`src/hw/rtl/assert_macros.svh`:
```
// ---------------------------------------------------------------------------
// assertion macros
// concurrent checks that a build can compile out with NO_ASSERTIONS
// ---------------------------------------------------------------------------
`ifndef ASSERT_MACROS_SVH
`define ASSERT_MACROS_SVH

`ifndef NO_ASSERTIONS

// same-cycle implication
`define ASSERT_IMP(label, clk, rst_n, pre, post) \
    label: assert property (@(posedge clk) disable iff (!rst_n) (pre) |-> (post)) \
        else $error("same-cycle check failed");

// next-cycle implication
`define ASSERT_NXT(label, clk, rst_n, pre, post) \
    label: assert property (@(posedge clk) disable iff (!rst_n) (pre) |=> (post)) \
        else $error("next-cycle check failed");

`else

`define ASSERT_IMP(label, clk, rst_n, pre, post)
`define ASSERT_NXT(label, clk, rst_n, pre, post)

`endif

`endif

```
`src/hw/rtl/sacl_pkg.sv`:
```
// ---------------------------------------------------------------------------
// sacl_pkg
// geometry, types and helpers of the set-associative lru cache lookup
// ---------------------------------------------------------------------------
package sacl_pkg;

    localparam int ADDR_BITS    = 16;
    localparam int NUM_WAYS     = 4;
    localparam int NUM_SETS     = 4;

    localparam int ADDR_IN_BITS = 16;
    localparam int WAY_OUT_BITS = 2;
    localparam int CNT_BITS     = 32;
    localparam int COST_BITS    = 16;
    localparam int CFG_IDX_BITS = 2;

    // set count is a power of two: the set is the low address bits
    localparam int SET_BITS  = (NUM_SETS > 1) ? $clog2(NUM_SETS) : 1;
    localparam int TAG_BITS  = ADDR_BITS - SET_BITS;
    localparam int WAY_BITS  = (NUM_WAYS > 1) ? $clog2(NUM_WAYS) : 1;
    localparam int RANK_BITS = WAY_BITS;
    localparam int FILL_BITS = $clog2(NUM_WAYS + 1);

    typedef logic [CFG_IDX_BITS-1:0] cfg_idx_t;
    localparam cfg_idx_t CFG_HIT_COST  = cfg_idx_t'(0);
    localparam cfg_idx_t CFG_MISS_COST = cfg_idx_t'(1);

    typedef logic [TAG_BITS-1:0]  tag_t;
    typedef logic [RANK_BITS-1:0] rank_t;
    typedef logic [FILL_BITS-1:0] fill_t;
    typedef logic [WAY_BITS-1:0]  way_t;
    typedef logic [SET_BITS-1:0]  set_t;
    typedef logic [CNT_BITS-1:0]  cnt_t;
    typedef logic [COST_BITS-1:0] cost_t;

    typedef logic [NUM_WAYS-1:0][TAG_BITS-1:0]  tag_row_t;
    typedef logic [NUM_WAYS-1:0][RANK_BITS-1:0] rank_row_t;

    typedef struct packed {
        logic hit;
        logic fill;
        way_t way;
    } lookup_t;

    function automatic cnt_t sat_add(input cnt_t a, input cnt_t b);
        logic [CNT_BITS:0] s;
        s = {1'b0, a} + {1'b0, b};
        return s[CNT_BITS] ? '1 : s[CNT_BITS-1:0];
    endfunction

endpackage

```
`src/hw/rtl/sacl_if.sv`:
```
// ---------------------------------------------------------------------------
// sacl channel interfaces
// request, response and configuration channels with valid/ready handshake
// ---------------------------------------------------------------------------
interface sacl_req_if import sacl_pkg::*; ();
    logic                    valid;
    logic                    ready;
    logic [ADDR_IN_BITS-1:0] address;

    modport source (output valid, output address, input ready);
    modport sink   (input valid, input address, output ready);
endinterface

interface sacl_rsp_if import sacl_pkg::*; ();
    logic                    valid;
    logic                    ready;
    logic                    hit;
    logic [WAY_OUT_BITS-1:0] way_used;
    cnt_t                    hits_so_far;
    cnt_t                    misses_so_far;
    cnt_t                    latency_total;

    modport source (output valid, output hit, output way_used, output hits_so_far,
                    output misses_so_far, output latency_total, input ready);
    modport sink   (input valid, input hit, input way_used, input hits_so_far,
                    input misses_so_far, input latency_total, output ready);
endinterface

interface sacl_cfg_if import sacl_pkg::*; ();
    logic     valid;
    logic     ready;
    cfg_idx_t index;
    cost_t    data;

    modport source (output valid, output index, output data, input ready);
    modport sink   (input valid, input index, input data, output ready);
endinterface

```
`src/hw/rtl/sacl_way_select.sv`:
```
// ---------------------------------------------------------------------------
// sacl_way_select
// tag match, victim choice and lru rank update for one set
// ---------------------------------------------------------------------------
module sacl_way_select import sacl_pkg::*;
(
    input  tag_row_t  tags,
    input  rank_row_t ranks,
    input  fill_t     filled,
    input  tag_t      tag,
    output lookup_t   lk,
    output rank_row_t ranks_next,
    output fill_t     filled_next
);

    always_comb
    begin
        fill_t n;
        fill_t n_after;
        rank_t old_rank;
        way_t  victim;
        way_t  way;
        logic  found;

        n = (filled > FILL_BITS'(NUM_WAYS)) ? FILL_BITS'(NUM_WAYS) : filled;

        // lowest filled way with a matching tag
        found = 1'b0;
        way   = '0;
        for (int w = 0; w < NUM_WAYS; w++)
        begin
            if (!found && (FILL_BITS'(w) < n) && (tags[w] == tag))
            begin
                found = 1'b1;
                way   = WAY_BITS'(w);
            end
        end

        // oldest way, lowest index on a tie
        victim = '0;
        for (int w = 1; w < NUM_WAYS; w++)
        begin
            if (ranks[w] > ranks[victim])
                victim = WAY_BITS'(w);
        end

        lk.hit  = found;
        lk.fill = 1'b0;
        if (found)
        begin
            old_rank = ranks[way];
            n_after  = filled;
        end
        else if (n < FILL_BITS'(NUM_WAYS))
        begin
            way      = WAY_BITS'(n);
            old_rank = RANK_BITS'(n);
            n_after  = n + 1'b1;
            lk.fill  = 1'b1;
        end
        else
        begin
            way      = victim;
            old_rank = ranks[victim];
            n_after  = filled;
        end
        lk.way = way;

        // ways newer than the touched one age by one
        ranks_next = ranks;
        for (int i = 0; i < NUM_WAYS; i++)
        begin
            if ((FILL_BITS'(i) < n_after) && (WAY_BITS'(i) != way) && (ranks[i] < old_rank))
                ranks_next[i] = RANK_BITS'(ranks[i] + 1'b1);
        end
        ranks_next[way] = '0;
        filled_next     = n_after;
    end

endmodule

```
`src/hw/rtl/set_assoc_lru_cache_lookup.sv`:
```
// ---------------------------------------------------------------------------
// set_assoc_lru_cache_lookup
// 4-way set-associative tag lookup with lru replacement and running totals
// ---------------------------------------------------------------------------
//  channel  dir  payload                                          handshake
//  req      in   address                                          valid/ready
//  rsp      out  hit, way_used, hits/misses_so_far, latency_total  valid/ready
//  cfg      in   index, data (hit_cost, miss_cost)                valid/ready
//
//  one transaction per cycle sustained while rsp is ready; a request passes the
//  input register, then lookup and state update into the result register
//  all ways of the selected set are compared in parallel
//  reset empties every set and clears the totals; costs return to 1 and 100
//  a stalled response holds the request register; cfg is always ready
// ---------------------------------------------------------------------------
`include "assert_macros.svh"

module set_assoc_lru_cache_lookup import sacl_pkg::*;
(
    input  logic        clk,
    input  logic        rst_n,
    sacl_req_if.sink    req,
    sacl_rsp_if.source  rsp,
    sacl_cfg_if.sink    cfg
);

    logic                    stg_valid_reg;
    logic                    stg_valid_next;
    logic [ADDR_IN_BITS-1:0] stg_addr_reg;
    logic                    out_valid_reg;
    logic                    out_valid_next;
    logic                    advance;
    logic                    stg_fire;
    logic                    req_fire;

    tag_row_t  tag_mem   [NUM_SETS];
    rank_row_t rank_reg  [NUM_SETS];
    fill_t     fill_reg  [NUM_SETS];

    cnt_t  hits_reg;
    cnt_t  hits_next;
    cnt_t  misses_reg;
    cnt_t  misses_next;
    cnt_t  lat_reg;
    cnt_t  lat_next;
    cost_t hit_cost_reg;
    cost_t miss_cost_reg;

    logic                    res_hit_reg;
    logic [WAY_OUT_BITS-1:0] res_way_reg;

    logic [ADDR_BITS-1:0] addr_used;
    set_t                 stg_set;
    tag_t                 stg_tag;
    lookup_t              lk;
    rank_row_t            ranks_next;
    fill_t                filled_next;

    assign advance   = !out_valid_reg || rsp.ready;
    assign stg_fire  = stg_valid_reg && advance;
    assign req.ready = !stg_valid_reg || advance;
    assign req_fire  = req.valid && req.ready;
    assign cfg.ready = 1'b1;

    assign addr_used = stg_addr_reg[ADDR_BITS-1:0];
    assign stg_set   = addr_used[SET_BITS-1:0];
    assign stg_tag   = addr_used[ADDR_BITS-1:SET_BITS];

    sacl_way_select u_way_select
    (
        .tags        (tag_mem[stg_set]),
        .ranks       (rank_reg[stg_set]),
        .filled      (fill_reg[stg_set]),
        .tag         (stg_tag),
        .lk          (lk),
        .ranks_next  (ranks_next),
        .filled_next (filled_next)
    );

    always_comb
    begin
        stg_valid_next = stg_valid_reg;
        if (req_fire)
            stg_valid_next = 1'b1;
        else if (stg_fire)
            stg_valid_next = 1'b0;

        out_valid_next = out_valid_reg;
        if (stg_fire)
            out_valid_next = 1'b1;
        else if (rsp.ready)
            out_valid_next = 1'b0;

        hits_next   = sat_add(hits_reg, lk.hit ? cnt_t'(1) : cnt_t'(0));
        misses_next = sat_add(misses_reg, lk.hit ? cnt_t'(0) : cnt_t'(1));
        lat_next    = sat_add(lat_reg, cnt_t'(lk.hit ? hit_cost_reg : miss_cost_reg));
    end

    // control and lookup state
    always_ff @(posedge clk or negedge rst_n)
    begin
        if (!rst_n)
        begin
            stg_valid_reg <= 1'b0;
            out_valid_reg <= 1'b0;
            hits_reg      <= '0;
            misses_reg    <= '0;
            lat_reg       <= '0;
            hit_cost_reg  <= cost_t'(1);
            miss_cost_reg <= cost_t'(100);
            for (int s = 0; s < NUM_SETS; s++)
            begin
                rank_reg[s] <= '0;
                fill_reg[s] <= '0;
            end
        end
        else
        begin
            stg_valid_reg <= stg_valid_next;
            out_valid_reg <= out_valid_next;
            if (stg_fire)
            begin
                hits_reg          <= hits_next;
                misses_reg        <= misses_next;
                lat_reg           <= lat_next;
                rank_reg[stg_set] <= ranks_next;
                fill_reg[stg_set] <= filled_next;
            end
            if (cfg.valid && cfg.ready)
            begin
                case (cfg.index)
                    CFG_HIT_COST:  hit_cost_reg  <= cfg.data;
                    CFG_MISS_COST: miss_cost_reg <= cfg.data;
                    default:       ;
                endcase
            end
        end
    end

    // payload registers and tag store
    always_ff @(posedge clk)
    begin
        if (req_fire)
            stg_addr_reg <= req.address;
        if (stg_fire)
        begin
            res_hit_reg <= lk.hit;
            res_way_reg <= WAY_OUT_BITS'(lk.way);
            if (!lk.hit)
                tag_mem[stg_set][lk.way] <= stg_tag;
        end
    end

    assign rsp.valid         = out_valid_reg;
    assign rsp.hit           = res_hit_reg;
    assign rsp.way_used      = res_way_reg;
    assign rsp.hits_so_far   = hits_reg;
    assign rsp.misses_so_far = misses_reg;
    assign rsp.latency_total = lat_reg;

    // a hit leaves the miss total alone
    `ASSERT_NXT(a_hit_keeps_misses, clk, rst_n, stg_fire && lk.hit,
                misses_reg == $past(misses_reg))
    // a miss leaves its set non-empty
    `ASSERT_NXT(a_miss_fills_set, clk, rst_n, stg_fire && !lk.hit,
                fill_reg[$past(stg_set)] != '0)
    // a hit is only ever on a filled way
    `ASSERT_IMP(a_hit_way_filled, clk, rst_n, stg_fire && lk.hit,
                FILL_BITS'(lk.way) < fill_reg[stg_set])
    // back-pressure only when both registers are full and the sink stalls
    `ASSERT_IMP(a_ready_low_full, clk, rst_n, !req.ready,
                stg_valid_reg && out_valid_reg && !rsp.ready)

endmodule
```
`src/flat_wrapper.sv`:
```
// flat-port wrapper written by rule: the top's interface ports become plain ports
module set_assoc_lru_cache_lookup_flat import sacl_pkg::*;
  (clk, rst_n, req_valid, req_address, req_ready, rsp_valid, rsp_hit, rsp_way_used, rsp_hits_so_far, rsp_misses_so_far, rsp_latency_total, rsp_ready, cfg_valid, cfg_index, cfg_data, cfg_ready);
  sacl_req_if req_i ();
  sacl_rsp_if rsp_i ();
  sacl_cfg_if cfg_i ();
  input  logic clk;
  input  logic rst_n;
  input wire logic [$bits(req_i.valid)-1:0] req_valid;
  input wire logic [$bits(req_i.address)-1:0] req_address;
  output wire logic [$bits(req_i.ready)-1:0] req_ready;
  output wire logic [$bits(rsp_i.valid)-1:0] rsp_valid;
  output wire logic [$bits(rsp_i.hit)-1:0] rsp_hit;
  output wire logic [$bits(rsp_i.way_used)-1:0] rsp_way_used;
  output wire logic [$bits(rsp_i.hits_so_far)-1:0] rsp_hits_so_far;
  output wire logic [$bits(rsp_i.misses_so_far)-1:0] rsp_misses_so_far;
  output wire logic [$bits(rsp_i.latency_total)-1:0] rsp_latency_total;
  input wire logic [$bits(rsp_i.ready)-1:0] rsp_ready;
  input wire logic [$bits(cfg_i.valid)-1:0] cfg_valid;
  input wire logic [$bits(cfg_i.index)-1:0] cfg_index;
  input wire logic [$bits(cfg_i.data)-1:0] cfg_data;
  output wire logic [$bits(cfg_i.ready)-1:0] cfg_ready;
  assign req_i.valid = req_valid;
  assign req_i.address = req_address;
  assign req_ready = req_i.ready;
  assign rsp_valid = rsp_i.valid;
  assign rsp_hit = rsp_i.hit;
  assign rsp_way_used = rsp_i.way_used;
  assign rsp_hits_so_far = rsp_i.hits_so_far;
  assign rsp_misses_so_far = rsp_i.misses_so_far;
  assign rsp_latency_total = rsp_i.latency_total;
  assign rsp_i.ready = rsp_ready;
  assign cfg_i.valid = cfg_valid;
  assign cfg_i.index = cfg_index;
  assign cfg_i.data = cfg_data;
  assign cfg_ready = cfg_i.ready;
  set_assoc_lru_cache_lookup u_core (.clk(clk), .rst_n(rst_n), .req(req_i), .rsp(rsp_i), .cfg(cfg_i));
endmodule
```
`config.mk`:
```
export PLATFORM = sky130hd
export DESIGN_NAME = set_assoc_lru_cache_lookup_flat
export DESIGN_NICKNAME = d
export VERILOG_FILES = /design/src/hw/rtl/sacl_pkg.sv /design/src/hw/rtl/sacl_if.sv /design/src/hw/rtl/sacl_way_select.sv /design/src/hw/rtl/set_assoc_lru_cache_lookup.sv /design/src/flat_wrapper.sv
export VERILOG_INCLUDE_DIRS = /design/src /design/src/hw/rtl
export SDC_FILE = /design/constraint.sdc
export NUM_CORES = 1
export LEC_CHECK = 0
export BUFFER_PORTS_ARGS = -buffer_cell sky130_fd_sc_hd__buf_2
export CAP_MARGIN = 15
export CORE_ASPECT_RATIO = 0.5
export CORE_MARGIN = 4
export CORE_UTILIZATION = 46
export CTS_BUF_LIST = sky130_fd_sc_hd__clkbuf_2
export DETAILED_ROUTE_END_ITERATION = 10
export SYNTH_ARGS = -nofsm -noshare
export SYNTH_HDL_FRONTEND = slang
export SYNTH_HIERARCHICAL = 1
export SYNTH_SLANG_ARGS = --single-unit
```
`constraint.sdc`:
```
create_clock -name clk -period 14.1 [get_ports clk]
set_input_delay 1.41 -clock clk [delete_from_list [all_inputs] [get_ports clk]]
set_output_delay 1.41 -clock clk [all_outputs]
set_load 0.02 [all_outputs]
```
== After elaboration in Yosys (flattened, before gate mapping) ==
Memory sizes are Yosys's and may differ from the RTL's. A register that Yosys moved wholly into a read port is not among the register bits.
Index checks and enable logic that the tools add are counted.

* Input bits: 39
* Output and inout port bits: 102
* Memories: 1
* Bits in writable memories: 224
* Word-level logic and storage cells: 166
* Latch bits: 0
* Bits in registers: 193
* ROM bits: 0

{| class="wikitable"
|+ Memories
! memory !! depth !! width !! read ports !! clocked after memory_dff !! wr ports !! RTL line !! RTL
|-
| u_core.tag_mem || 4 || 56 || 1 || 1 || 1 || set_assoc_lru_cache_lookup.sv:36 || <nowiki>tag_row_t tag_mem [NUM_SETS];</nowiki>
|}

* Multiplexer cells: 59
* Divide/modulo/power cells: 0
* Reduce and logical (&&, ||, !) cells: 32
* $add $sub $neg: 8
* Bitwise operators: 3
* $lt $le $gt $ge: 25
* Equal/unequal tests: 8
* Shift-type cells: 0
* $mul: 0

{| class="wikitable"
|+ Operators with widths
! cell !! number
|-
| 32-bit by 32-bit adder with 33-bit output || 3
|-
| 32-bit two-way mux || 3
|-
| 14-bit == test || 4
|-
| 56-bit two-way mux || 1
|-
| 2-bit two-way mux || 18
|-
| 32-bit bitwise mux || 1
|-
| 14-bit demux with 2-bit select || 1
|-
| 8-bit two-way mux || 3
|-
| 1-bit logical AND || 19
|-
| 3-bit two-way mux || 6
|-
| 2-bit binary-select mux with 2-bit select || 4
|-
| 8-bit binary-select mux with 2-bit select || 1
|-
| 8-bit demux with 2-bit select || 1
|-
| 16-bit two-way mux || 1
|-
| 2-bit by 3-bit < comparator with 1-bit output (second input constant) || 5
|-
| 1-bit two-way mux || 14
|-
| 14-bit two-way mux || 1
|-
| 12-bit bitwise mux || 1
|-
| 1-bit by 3-bit < comparator with 1-bit output (first input constant) || 4
|-
| 2-bit by 3-bit < comparator with 1-bit output (first input constant) || 4
|-
| 2-bit by 1-bit adder with 2-bit output (second input constant) || 4
|-
| 8-bit AND || 1
|-
| 2-bit < comparator || 4
|-
| 8-bit NOT || 1
|-
| other kinds (19) || 30
|}

== Logic depth before layout (Yosys ltp) ==
Gate-level depths: netlist of run 1.

* Word-level depth: 29
* Gate-level depth with buffers: 24
* Mapped depth without buffers: 23

== Cells and area by module ==
The synthesis of run 1 kept the hierarchy.

{| class="wikitable"
|+ By module, submodules not included
! module !! instances !! cells each !! area an instance (um2) !! seq. area each (um2)
|-
| set_assoc_lru_cache_lookup || 1 || 1117 || 17471.8 || 11696.2
|-
| sacl_way_select || 1 || 239 || 1757.9 || 0.0
|}

== Worst setup path before layout of run 1 ==
No wires, ideal clock.

* Path kind: register to register
* Start: reg u_core.stg_addr_reg[0], in the netlist u_core/addr_used[0]
* End: mem u_core/tag_mem[0][14] (netlist name), enable pin
* Buffers on the path: 1
* Stages on the path, launching flop included: 23
* Data arrival time: 5477 ps
* Slack: 8221 ps
* Clock period less this slack: 5879 ps
* Data required time: 13697 ps
* Library setup time: 403 ps
* Path through: edfxtp_1 -> buf_1 -> mux4_2 -> inv_1 -> ha_1 -> o21ba_2 -> nor3_1 -> nor2_1 -> ha_1 -> nand2_1 -> o21a_1 -> a21oi_1 -> a21oi_1 -> ha_1 -> nor2b_1 -> o21ai_1 -> a31oi_1 -> or3_1 -> nand2_1 -> inv_1 -> nor3_1 -> nand2_1 -> nor3_1

{| class="wikitable"
|+ RTL lines
! element !! RTL line !! RTL
|-
| from (decl) || set_assoc_lru_cache_lookup.sv:29 || <nowiki>logic [ADDR_IN_BITS-1:0] stg_addr_reg;</nowiki>
|-
| from (signal assigned) || set_assoc_lru_cache_lookup.sv:144 || <nowiki>stg_addr_reg <= req.address;</nowiki>
|-
| to (decl) || set_assoc_lru_cache_lookup.sv:36 ||
|}

==> results of run 1 <==
worst paths after layout:
kind | endpoint | cells after the start
setup / recovery | u_core/rsp.latency_total[22] | 17
hold / removal | u_core/miss_cost_reg[3] | 1
setup reg to reg | u_core/rsp.latency_total[22] | 17
hold reg to reg | u_core/miss_cost_reg[3] | 1
max in group asynchronous | u_core/hit_cost_reg[5] | 2
min in group asynchronous | u_core/rsp.hits_so_far[27] | 1
kinds of logic after synthesis:
| group | after synthesis |
|---|---|
| AO/OA/AOI/OAI | 152 |
| XOR/XNOR | 107 |
| adder cells (fa/ha/maj) | 33 |
| buffers and inverters | 65 |
| flip-flops | 419 |
| multiplexers | 177 |
| other | 1 |
| AND/OR/NAND/NOR | 402 |
power by group through the flow:
stage	clock, mW	combinational, mW	sequential [mW]
floorplan	0	0.923	1.65
global placement	0	1.28	1.61
detailed placement	0	1.31	1.62
CTS	0.784	1.32	1.60
global route	0.851	1.46	1.61
finish	0.751	1.31	1.59
cell type report:
class	count	area, um^2
clock buffer	141	705.7
sequential	419	11700
antenna	1	2.502
fill	3533	19300
inverter	23	86.33
clock inverter	20	121.4
timing repair buffer	175	972.2
tap	540	675.6
multi-input combinational	872	7291
cell usage after synthesis (15+ instances only):
| library cell | number |
|---|---|
| xnor2_1 | 50 |
| nand4_1 | 33 |
| nand3_1 | 53 |
| dfrtp_1 | 170 |
| inv_1 | 23 |
| nor2_1 | 61 |
| nor3_1 | 23 |
| and3_1 | 15 |
| ha_1 | 32 |
| clkbuf_1 | 23 |
| nor4_1 | 23 |
| edfxtp_1 | 243 |
| o21ai_0 | 27 |
| xor2_1 | 56 |
| nand2_1 | 116 |
| mux2_2 | 105 |
| a21oi_1 | 37 |
| mux4_2 | 67 |
layer usage:
layer	GRT usage, %	share of wire [%]	vias up
met4	6.198	2.4	0
met2	33.48	50	281
met1	25.08	43	6232
met3	4.456	4.7	81
li1	-	-	5676
met5	0	0	-
through the flow:
step / setup slack, ps / util [%] / std cells / power, mW / cell area, um^2
after floorplan: 8221 / - / 1356 / 2.570 / 19230
after global placement: 7296 / 50.73 / 2029 / 2.885 / 20730
after detailed placement: 7086 / 50.73 / 2029 / 2.929 / 20730
after CTS: 7010 / 52.75 / 2190 / 3.696 / 21550
after global routing: 6588 / 52.76 / 2191 / 3.925 / 21560
final: 7068 / 52.76 / 2191 / 3.659 / 21560
==> qor.yml, run 1 <==
run_status:
  status: "finished clean"
cts:
  numCtsBuffers: 93
  cts_tree: "yes"
  clockBufferDepth: 3
  root_buffer: "clkbuf_2"
  clkSinkCount: 419
  hold_buffers: 0
  clk_pin_slew_worst_paths_ps: 110
  cts_resized: 0
  cts_max_level: 3
  postCtsSetupBuffers: 0
  clk_latency_ps: 1020
grt:
  grtUsageTotal_pct: 19.60
  grt_overflow: 0
  grt_max_degree: 106
  grt_pass1_vias: 12648
  antenna_found_initial: 1
  grt_pass1_wl_um: 70480
logic_synthesis:
  yosysWarnings: 6
  synth-edff-count: 243
  synth_compound_gate_area_share_pct: 5.466
  synthArstFlopShare_pct: 41.53
  netlist_area_mm2: 0.01923
  yosysSeqAreaShare_pct: 60.82
  synth_top_family_by_area: "multiplexers"
  synth-seq-cells: 419
  yosysTopAreaCell: "edfxtp_1"
  synth_ff_type: "edfxtp_1"
  synth_fp_nets: 1428
  synth_cell_type_count: 81
  avgSynthCellArea_um2: 14.18
  yosys-top-cells-area: "edfxtp_1 (38%), dfrtp_1 (22%), mux4_2 (7.8%), mux2_2 (6.1%), xor2_1 (2.6%)"
  muxShareOfSynthArea_pct: 14.26
  synth_top_area_share_pct: 37.95
  synth_adder_area_share_pct: 2.186
  synth-xor-area-share_pct: 4.912
  synth_cells: 1356
  synth-simple-area-share_pct: 10.94
floorplan:
  die_w_um: 297.2
  num_rows: 52
  core_mm2: 0.04086
  ioPinCount: 141
  design.die.area_mm2: 0.04534
  die_h_um: 152.6
  start_util_pct: 47.06
power:
  p_seq_share_pct: 43.6
  p_per_area_mw_per_mm2: 169.7
  leakagePower_nw: 8.694
  ir_worst_vdd_mv: 0.1077
  switchingPower_mw: 1.330
  swShare_pct: 36.35
  power_frac_comb_pct: 35.9
  clkPwrFrac_pct: 20.5
  p_int_mw: 2.329
timing:
  clock_skew_ps: 90.86
  clock.fmax_ghz: 0.1422
  holdWs_ps: 508.8
  finalCriticalPeriod_ps: 7032
  slew_violations: 0
  setup_tns_ps: 0
  worstMarginPinSlew_ps: 1153
  rsz0062_at_grt: "no"
  finalHoldViolations: 0
  timing.final.crit_share_pct: 49.87
  setup_viol: 0
  relSlewSlack_pct: 22.49
setup_path:
  arrival_ps: 7890
  worstPathRequired_ps: 14960
  worst-path-buf-inv: 2
  crit_path_cell_trace: "buf_4, mux4_2, xnor2_1, nand3_1, nor4_2, nand3b_1, buf_4, mux2_2, ha_1, fa_1, a211oi_1, o21ai_2, o2111a_2, o41ai_2, o22ai_1, nand4_1, mux2_2"
  path_class: "register to register"
  cp-end-kind: "register"
  crit_fanout: 38
  crit_family: "simple AND/OR/NAND/NOR gates"
  crit_path_max_incr_delay_ps: 1000
  critPathLaunchType: "register"
  ff2ff_setup_slack_ps: 7070
  slowest_stage: "nor4_2"
cells_and_area:
  synthToLayoutAreaGrowth_pct: 12.10
  final_common_cell: "edfxtp_1"
  layout-drive-gt1-share_pct: 32.48
  top_register: "u_core/tag_mem"
  largest_reg_flops: 224
  final_cell_mix: "edfxtp_1 (243), dfrtp_1 (170), clkbuf_2 (141), buf_2 (138), nand2_1 (116)"
  nets: 1656
place:
  io_buffers: 139
  gp_congestion: 0.8604
  detailed_place_hpwl_um: 29100
drt:
  ant_nets: 0
  totalWireLength_um: 44460
  viasPerCell: 5.600
  drc: 0
  num_vias: 12270
  dr.pass1.iters: 5
  wl_per_cell_um: 20.29
  drt_iter0_drc: 843
run:
  drv_cap: 0
min_path:
  hp-start: "u_core/miss_cost_reg[3]"
  hold_path.class: "register to register"
No activity file was read; power rests on OpenSTA's default activity.
==> inputs of run 2 (changes only) <==
--- a/config.mk
+++ b/config.mk
@@ -13,6 +13,7 @@
 export CORE_UTILIZATION = 46
 export CTS_BUF_LIST = sky130_fd_sc_hd__clkbuf_2
 export DETAILED_ROUTE_END_ITERATION = 10
+export PLACE_DENSITY = 0.66
 export SYNTH_ARGS = -nofsm -noshare
 export SYNTH_HDL_FRONTEND = slang
 export SYNTH_HIERARCHICAL = 1
==> constraint.sdc (replaced) <==
create_clock -name clk -period 6.1 [get_ports clk]
set_input_delay 0.61 -clock clk [delete_from_list [all_inputs] [get_ports clk]]
set_output_delay 0.61 -clock clk [all_outputs]
set_load 0.02 [all_outputs]
==> qor.yml, run 2 (synthesis results as in run 1) <==
run_status:
  status: "finished clean"  # unchanged
drt:
  ant_nets: 0  # unchanged
  dr.pass1.iters: 5  # unchanged
  num_vias: 12886  # was 12.27k
  drc: 0  # unchanged
  totalWireLength_um: 46400  # was 44,460 um
  wl_per_cell_um: 20.48  # was 20.29 um
  viasPerCell: 5.689  # was 5.600
  drt_iter0_drc: 1038  # was 843
grt:
  grt_pass1_wl_um: 72980  # was 70,480 um
  grt_pass1_vias: 13065  # was 12.65k
  grt_max_degree: 98  # was 106
  grt_use_met2_pct: 34.10  # was 33.48%
  met1_usage_pct: 26.39  # was 25.08%
  grt_busiest_layer: "met2"  # unchanged
  grtUsageTotal_pct: 20.23  # was 19.60%
  antenna_found_initial: 2  # was 1
  use_met3_pct: 4.029  # was 4.456%
  grt_overflow: 0  # unchanged
power:
  power_frac_comb_pct: 36.1  # was 35.9%
  p_per_area_mw_per_mm2: 387.9  # was 169.7 mW/mm^2
  p_int_mw: 5.484  # was 2.329 mW
  clkPwrFrac_pct: 20.9  # was 20.5%
  p_seq_share_pct: 43.0  # was 43.6%
  leakagePower_nw: 9.045  # was 8.694 nW
  swShare_pct: 36.43  # was 36.35%
  ir_worst_vdd_mv: 0.2518  # was 0.1077 mV
  switchingPower_mw: 3.143  # was 1.330 mW
timing:
  clock_skew_ps: 75.08  # was 90.86 ps
  rsz0062_at_grt: "no"  # unchanged
  timing.final.crit_share_pct: 94.55  # was 49.87%
  holdWs_ps: 170.5  # was 508.8 ps
  finalCriticalPeriod_ps: 5768  # was 7032 ps
  finalHoldViolations: 0  # unchanged
  setup_viol: 0  # unchanged
  setup_tns_ps: 0  # unchanged
  clock.fmax_ghz: 0.1734  # was 0.1422 GHz
  slew_violations: 0  # unchanged
  relSlewSlack_pct: 34.09  # was 22.49%
  worstMarginPinSlew_ps: 988.7  # was 1153 ps
cts:
  numCtsBuffers: 94  # was 93
  clkSinkCount: 419  # unchanged
  clk_pin_slew_worst_paths_ps: 110  # about the same
  clk_latency_ps: 1070  # was 1020 ps
  cts_max_level: 3  # unchanged
  clockBufferDepth: 3  # unchanged
  root_buffer: "clkbuf_2"  # unchanged
  cts_tree: "yes"  # unchanged
setup_path:
  worstPathRequired_ps: 7000  # was 14,960 ps
  critPathLaunchType: "register"  # unchanged
  path_class: "register to register"  # unchanged
  arrival_ps: 6670  # was 7890 ps
  cp-end-kind: "register"  # unchanged
  crit_fanout: 18  # was 38
place:
  io_buffers: 139  # unchanged
  gp_congestion: 0.9174  # was 0.8604
  dp_cells: 2044  # was 2,029
  detailed_place_hpwl_um: 31590  # was 29,100 um
  dpl-instance-area_mm2: 0.02088  # was 0.02073 mm^2
floorplan:
  start_util_pct: 47.06  # unchanged
  die_h_um: 152.6  # unchanged
  num_rows: 52  # unchanged
  ioPinCount: 141  # unchanged
  design.die.area_mm2: 0.04534  # unchanged
  die_w_um: 297.2  # unchanged
  core_mm2: 0.04086  # unchanged
cells_and_area:
  final_common_cell: "edfxtp_1"  # unchanged
  n_fill_cell: 3349  # was 3,533
  multiInputGateArea_mm2: 0.007323  # was 0.007291 mm^2
  synthToLayoutAreaGrowth_pct: 15.66  # was 12.10%
  fin_util_pct: 54.43  # was 52.76%
  final_area_mm2: 0.02224  # was 0.02156 mm^2
  top_register: "u_core/tag_mem"  # unchanged
  final_cell_mix: "edfxtp_1 (243), dfrtp_1 (170), clkbuf_2 (152), buf_2 (138), nand2_1 (116)"  # was edfxtp_1 (243), dfrtp_1 (170), clkbuf_2 (141), buf_2 (138), nand2_1 (116)
  stdcell_count: 2265  # was 2,191
  nets: 1719  # was 1,656
  layout-drive-gt1-share_pct: 33.57  # was 32.48%
  regArea_mm2: 0.01170  # about the same
  largest_reg_flops: 224  # unchanged
run:
  drv_cap: 0  # unchanged
min_path:
  hold_path.class: "input port to register"  # was register to register
  hp-start: "cfg_index[1]"  # was u_core/miss_cost_reg[3]
==> run 2: cell type report <==
cell class | count | share of cell area [%]
flip-flops and latches | 419 | 52.62
diodes | 3 | 0.03375
clock inverters | 19 | 0.5344
clock buffers | 152 | 3.420
inverters | 23 | 0.3882
multi-input cells | 872 | 32.93
repair buffers | 237 | 7.038
well taps | 540 | 3.038
==> run 2: worst max-delay path, cell delays in order, from the launching register on <==
cell,delay [ps]
dfxtp_4,540
buf_4,370
mux4_2,380
xnor2_1,260
nand3_1,180
nor4_4,430
buf_4,230
nand3b_1,290
mux2_2,380
ha_1,210
fa_1,430
a211oi_1,310
o21ai_2,150
o2111a_2,310
o41ai_2,400
o22ai_1,260
nand4_1,160
mux2_2,330
==> run 2: stage by stage <==
step	power, mW	worst slack (ps)
after global routing	9.181	31.00
after floorplan	5.940	220.5
final	8.628	332.4
after CTS	8.655	54.27
after detailed placement	6.814	87.96
after global placement	6.733	155.3
==> run 2: repair_timing <==
action                                 CTS  global route
endpoints found under the hold margin  148             0
buffers inserted                         0            11
pin swaps                                0             0
hold buffers                            36             0
setup endpoints to repair                3            80
resized for setup                        1             5
==> run 2: path summary, 6_finish.rpt <==
kind | cells past startpoint | end | slack, ps
setup reg to reg | 17 | u_core/rsp.latency_total[22] | 330
min in group asynchronous | 2 | u_core/rank_reg[25] | 240
hold / removal | 4 | u_core/hit_cost_reg[14] | 170
max in group asynchronous | 3 | u_core/rsp.latency_total[4] | 4300
setup / recovery | 17 | u_core/rsp.latency_total[22] | 330
hold reg to reg | 1 | u_core/miss_cost_reg[8] | 510
==> run 2: routing by layer <==
| layer | vias up | wire length (um) |
|---|---|---|
| met4 | 0 | 1169 |
| met1 | 6529 | 19280 |
| met3 | 97 | 2914 |
| met5 | - | 0 |
| li1 | 5804 | - |
| met2 | 456 | 23030 |
==> run 2: power by group through the flow <==
stage	clock network [mW]	logic (mW)	registers (mW)
5_1_grt	2.02	3.40	3.76
6_report	1.81	3.11	3.71
2_1_floorplan	0	2.13	3.81
3_3_place_gp	0	2.97	3.76
4_1_cts	1.86	3.07	3.72
3_5_place_dp	0	3.03	3.78
==> inputs of run 3 (changes only) <==
--- a/config.mk
+++ b/config.mk
@@ -11,7 +11,7 @@
 export CORE_ASPECT_RATIO = 0.5
 export CORE_MARGIN = 4
 export CORE_UTILIZATION = 46
-export CTS_BUF_LIST = sky130_fd_sc_hd__clkbuf_2
+export CTS_BUF_LIST = sky130_fd_sc_hd__clkbuf_8
 export DETAILED_ROUTE_END_ITERATION = 10
 export PLACE_DENSITY = 0.66
 export SYNTH_ARGS = -nofsm -noshare
==> qor.yml, run 3 (synthesis results as in run 1) <==
power:
  ir_worst_vdd_mv: 0.2314  # was 0.2518 mV
  switchingPower_mw: 3.131  # was 3.143 mW
  swShare_pct: 33.99  # was 36.43%
  clkPwrFrac_pct: 26.1  # was 20.9%
  p_seq_share_pct: 40.4  # was 43.0%
  power_frac_comb_pct: 33.6  # was 36.1%
  p_per_area_mw_per_mm2: 412.7  # was 387.9 mW/mm^2
  leakagePower_nw: 8.954  # was 9.045 nW
  p_int_mw: 6.082  # was 5.484 mW
timing:
  setup_viol: 0  # unchanged
  rsz0062_at_grt: "no"  # unchanged
  slew_violations: 0  # unchanged
  setup_tns_ps: 0  # unchanged
  fin_ws_ps: 288.1  # was 332.4 ps
  worstMarginPinSlew_ps: 998.0  # was 988.7 ps
  relSlewSlack_pct: 33.47  # was 34.09%
  finalCriticalPeriod_ps: 5812  # was 5768 ps
  timing.final.crit_share_pct: 95.28  # was 94.55%
  clock_skew_ps: 42.37  # was 75.08 ps
  clock.fmax_ghz: 0.1721  # was 0.1734 GHz
  finalHoldViolations: 0  # unchanged
cts:
  numCtsBuffers: 59  # was 94
  clkSinkCount: 419  # unchanged
  cts_max_level: 2  # was 3
  clockBufferDepth: 3  # unchanged
  clk_latency_ps: 670  # was 1070 ps
  root_buffer: "clkbuf_8"  # was clkbuf_2
  cts_tree: "yes"  # unchanged
  clk_pin_slew_worst_paths_ps: 60  # was 110 ps
cells_and_area:
  multiInputGateArea_mm2: 0.007327  # was 0.007323 mm^2
  final_area_mm2: 0.02233  # was 0.02224 mm^2
  top_register: "u_core/tag_mem"  # unchanged
  nets: 1648  # was 1,719
  n_fill_cell: 3289  # was 3,349
  synthToLayoutAreaGrowth_pct: 16.10  # was 15.66%
  final_common_cell: "edfxtp_1"  # unchanged
  layout-drive-gt1-share_pct: 31.16  # was 33.57%
  regArea_mm2: 0.01170  # unchanged
  stdcell_count: 2168  # was 2,265
  final_cell_mix: "edfxtp_1 (243), dfrtp_1 (170), buf_2 (138), nand2_1 (116), mux2_2 (105)"  # was edfxtp_1 (243), dfrtp_1 (170), clkbuf_2 (152), buf_2 (138), nand2_1 (116)
  largest_reg_flops: 224  # unchanged
setup_path:
  path_common_cell: "buf_4"
  cp-end-kind: "register"  # unchanged
  worst-path-buf-inv: 3  # was 2
  slowest_stage: "dfxtp_4"  # unchanged
  crit_path_max_incr_delay_ps: 520  # was 540 ps
  critPathLaunchType: "register"  # unchanged
  crit_fanout: 18  # unchanged
  crit_path_cell_trace: "buf_4, mux4_2, xnor2_1, nand3_1, nor4_4, buf_4, nand3b_1, buf_4, mux2_2, ha_1, a21o_1, a21o_1, o32a_1, a211oi_1, nor2_1, nand4_1, mux2_2"  # was buf_4, mux4_2, xnor2_1, nand3_1, nor4_4, buf_4, nand3b_1, mux2_2, ha_1, fa_1, a211oi_1, o21ai_2, o2111a_2, o41ai_2, o22ai_1, nand4_1, mux2_2
  path_class: "register to register"  # unchanged
  crit_family: "simple AND/OR/NAND/NOR gates"  # was compound AO/OA/AOI/OAI gates
  worstPathRequired_ps: 6620  # was 7000 ps
  arrival_ps: 6330  # was 6670 ps
drt:
  totalWireLength_um: 45740  # was 46,400 um
  drc: 0  # unchanged
  wl_per_cell_um: 21.10  # was 20.48 um
  viasPerCell: 5.753  # was 5.689
  dr.pass1.iters: 6  # was 5
  num_vias: 12472  # was 12.89k
  drt_iter0_drc: 1082  # was 1,038
  ant_nets: 0  # unchanged
run_status:
  status: "finished clean"  # unchanged
place:
  detailed_place_hpwl_um: 31590  # unchanged
  gp_congestion: 0.9174  # unchanged
  pre_cts_slack_ps: 87.96  # unchanged
  dp_cells: 2044  # unchanged
  dpl-instance-area_mm2: 0.02088  # unchanged
  io_buffers: 139  # unchanged
grt:
  grt_overflow: 0  # unchanged
  grt_pass1_vias: 12608  # was 13.07k
  grt_pass1_wl_um: 71910  # was 72,980 um
  antenna_found_initial: 1  # was 2
  grt_max_degree: 98  # unchanged
  grtUsageTotal_pct: 19.85  # was 20.23%
floorplan:
  design.die.area_mm2: 0.04534  # unchanged
  die_h_um: 152.6  # unchanged
  start_util_pct: 47.06  # unchanged
  core_mm2: 0.04086  # unchanged
  die_w_um: 297.2  # unchanged
  ioPinCount: 141  # unchanged
  num_rows: 52  # unchanged
run:
  drv_cap: 0  # unchanged
min_path:
  hold_path.class: "input port to asynchronous set/reset pin"  # was input port to register
run 3: metal layers:
metal / up-vias / global-route usage [%] / part of all wire (%)
met4: 0 / 5.991 / 2.4
met2: 432 / 33.99 / 50
met1: 6329 / 26.14 / 41
met5: - / 0 / 0
li1: 5627 / - / -
met3: 84 / 3.502 / 6.5
run 3: metrics by stage:
| stage | power (mW) | utilization, % | hold WS (ps) |
|---|---|---|---|
| after floorplan | 5.940 | - | 314.4 |
| after global placement | 6.733 | 51.09 | 481.7 |
| after detailed placement | 6.814 | 51.09 | 489.0 |
| after CTS | 9.237 | 54.34 | 71.80 |
| after global routing | 9.747 | 54.64 | 69.08 |
| final | 9.213 | 54.64 | 55.22 |
run 3: final cells by class:
| type | instances | share of cell area, % |
|---|---|---|
| Antenna cell | 1 | 0.01121 |
| Clock buffer | 73 | 4.500 |
| Clock inverter | 39 | 1.440 |
| Inverter | 23 | 0.3867 |
| Multi-Input combinational cell | 872 | 32.82 |
| Sequential cell | 419 | 52.42 |
| Tap cell | 540 | 3.026 |
| Timing Repair Buffer | 201 | 5.397 |
run 3: power by group through the flow:
stage	clock network [mW]	logic (mW)	registers, mW
global route	2.60	3.39	3.76
finish	2.40	3.09	3.72
detailed placement	0	3.03	3.78
floorplan	0	2.13	3.81
global placement	0	2.97	3.76
CTS	2.46	3.05	3.73
run 3: worst paths after layout:
check | to | slack [ps] | cells past startpoint
worst max-delay path | u_core/rsp.latency_total[29] | 290 | 17
worst min-delay path | u_core/rsp.hits_so_far[6] | 60 | 1
worst max register to register | u_core/rsp.latency_total[29] | 290 | 17
worst min register to register | u_core/hit_cost_reg[15] | 500 | 1
max in group asynchronous | u_core/rsp.latency_total[29] | 4470 | 2
min in group clk | u_core/addr_used[3] | 110 | 1
run 3: timing repair:
action / CTS / global route
buffers inserted: 0 / 11
hold buffers: 0 / 0
setup endpoints to repair: 0 / 80
gates resized for setup: 0 / 7
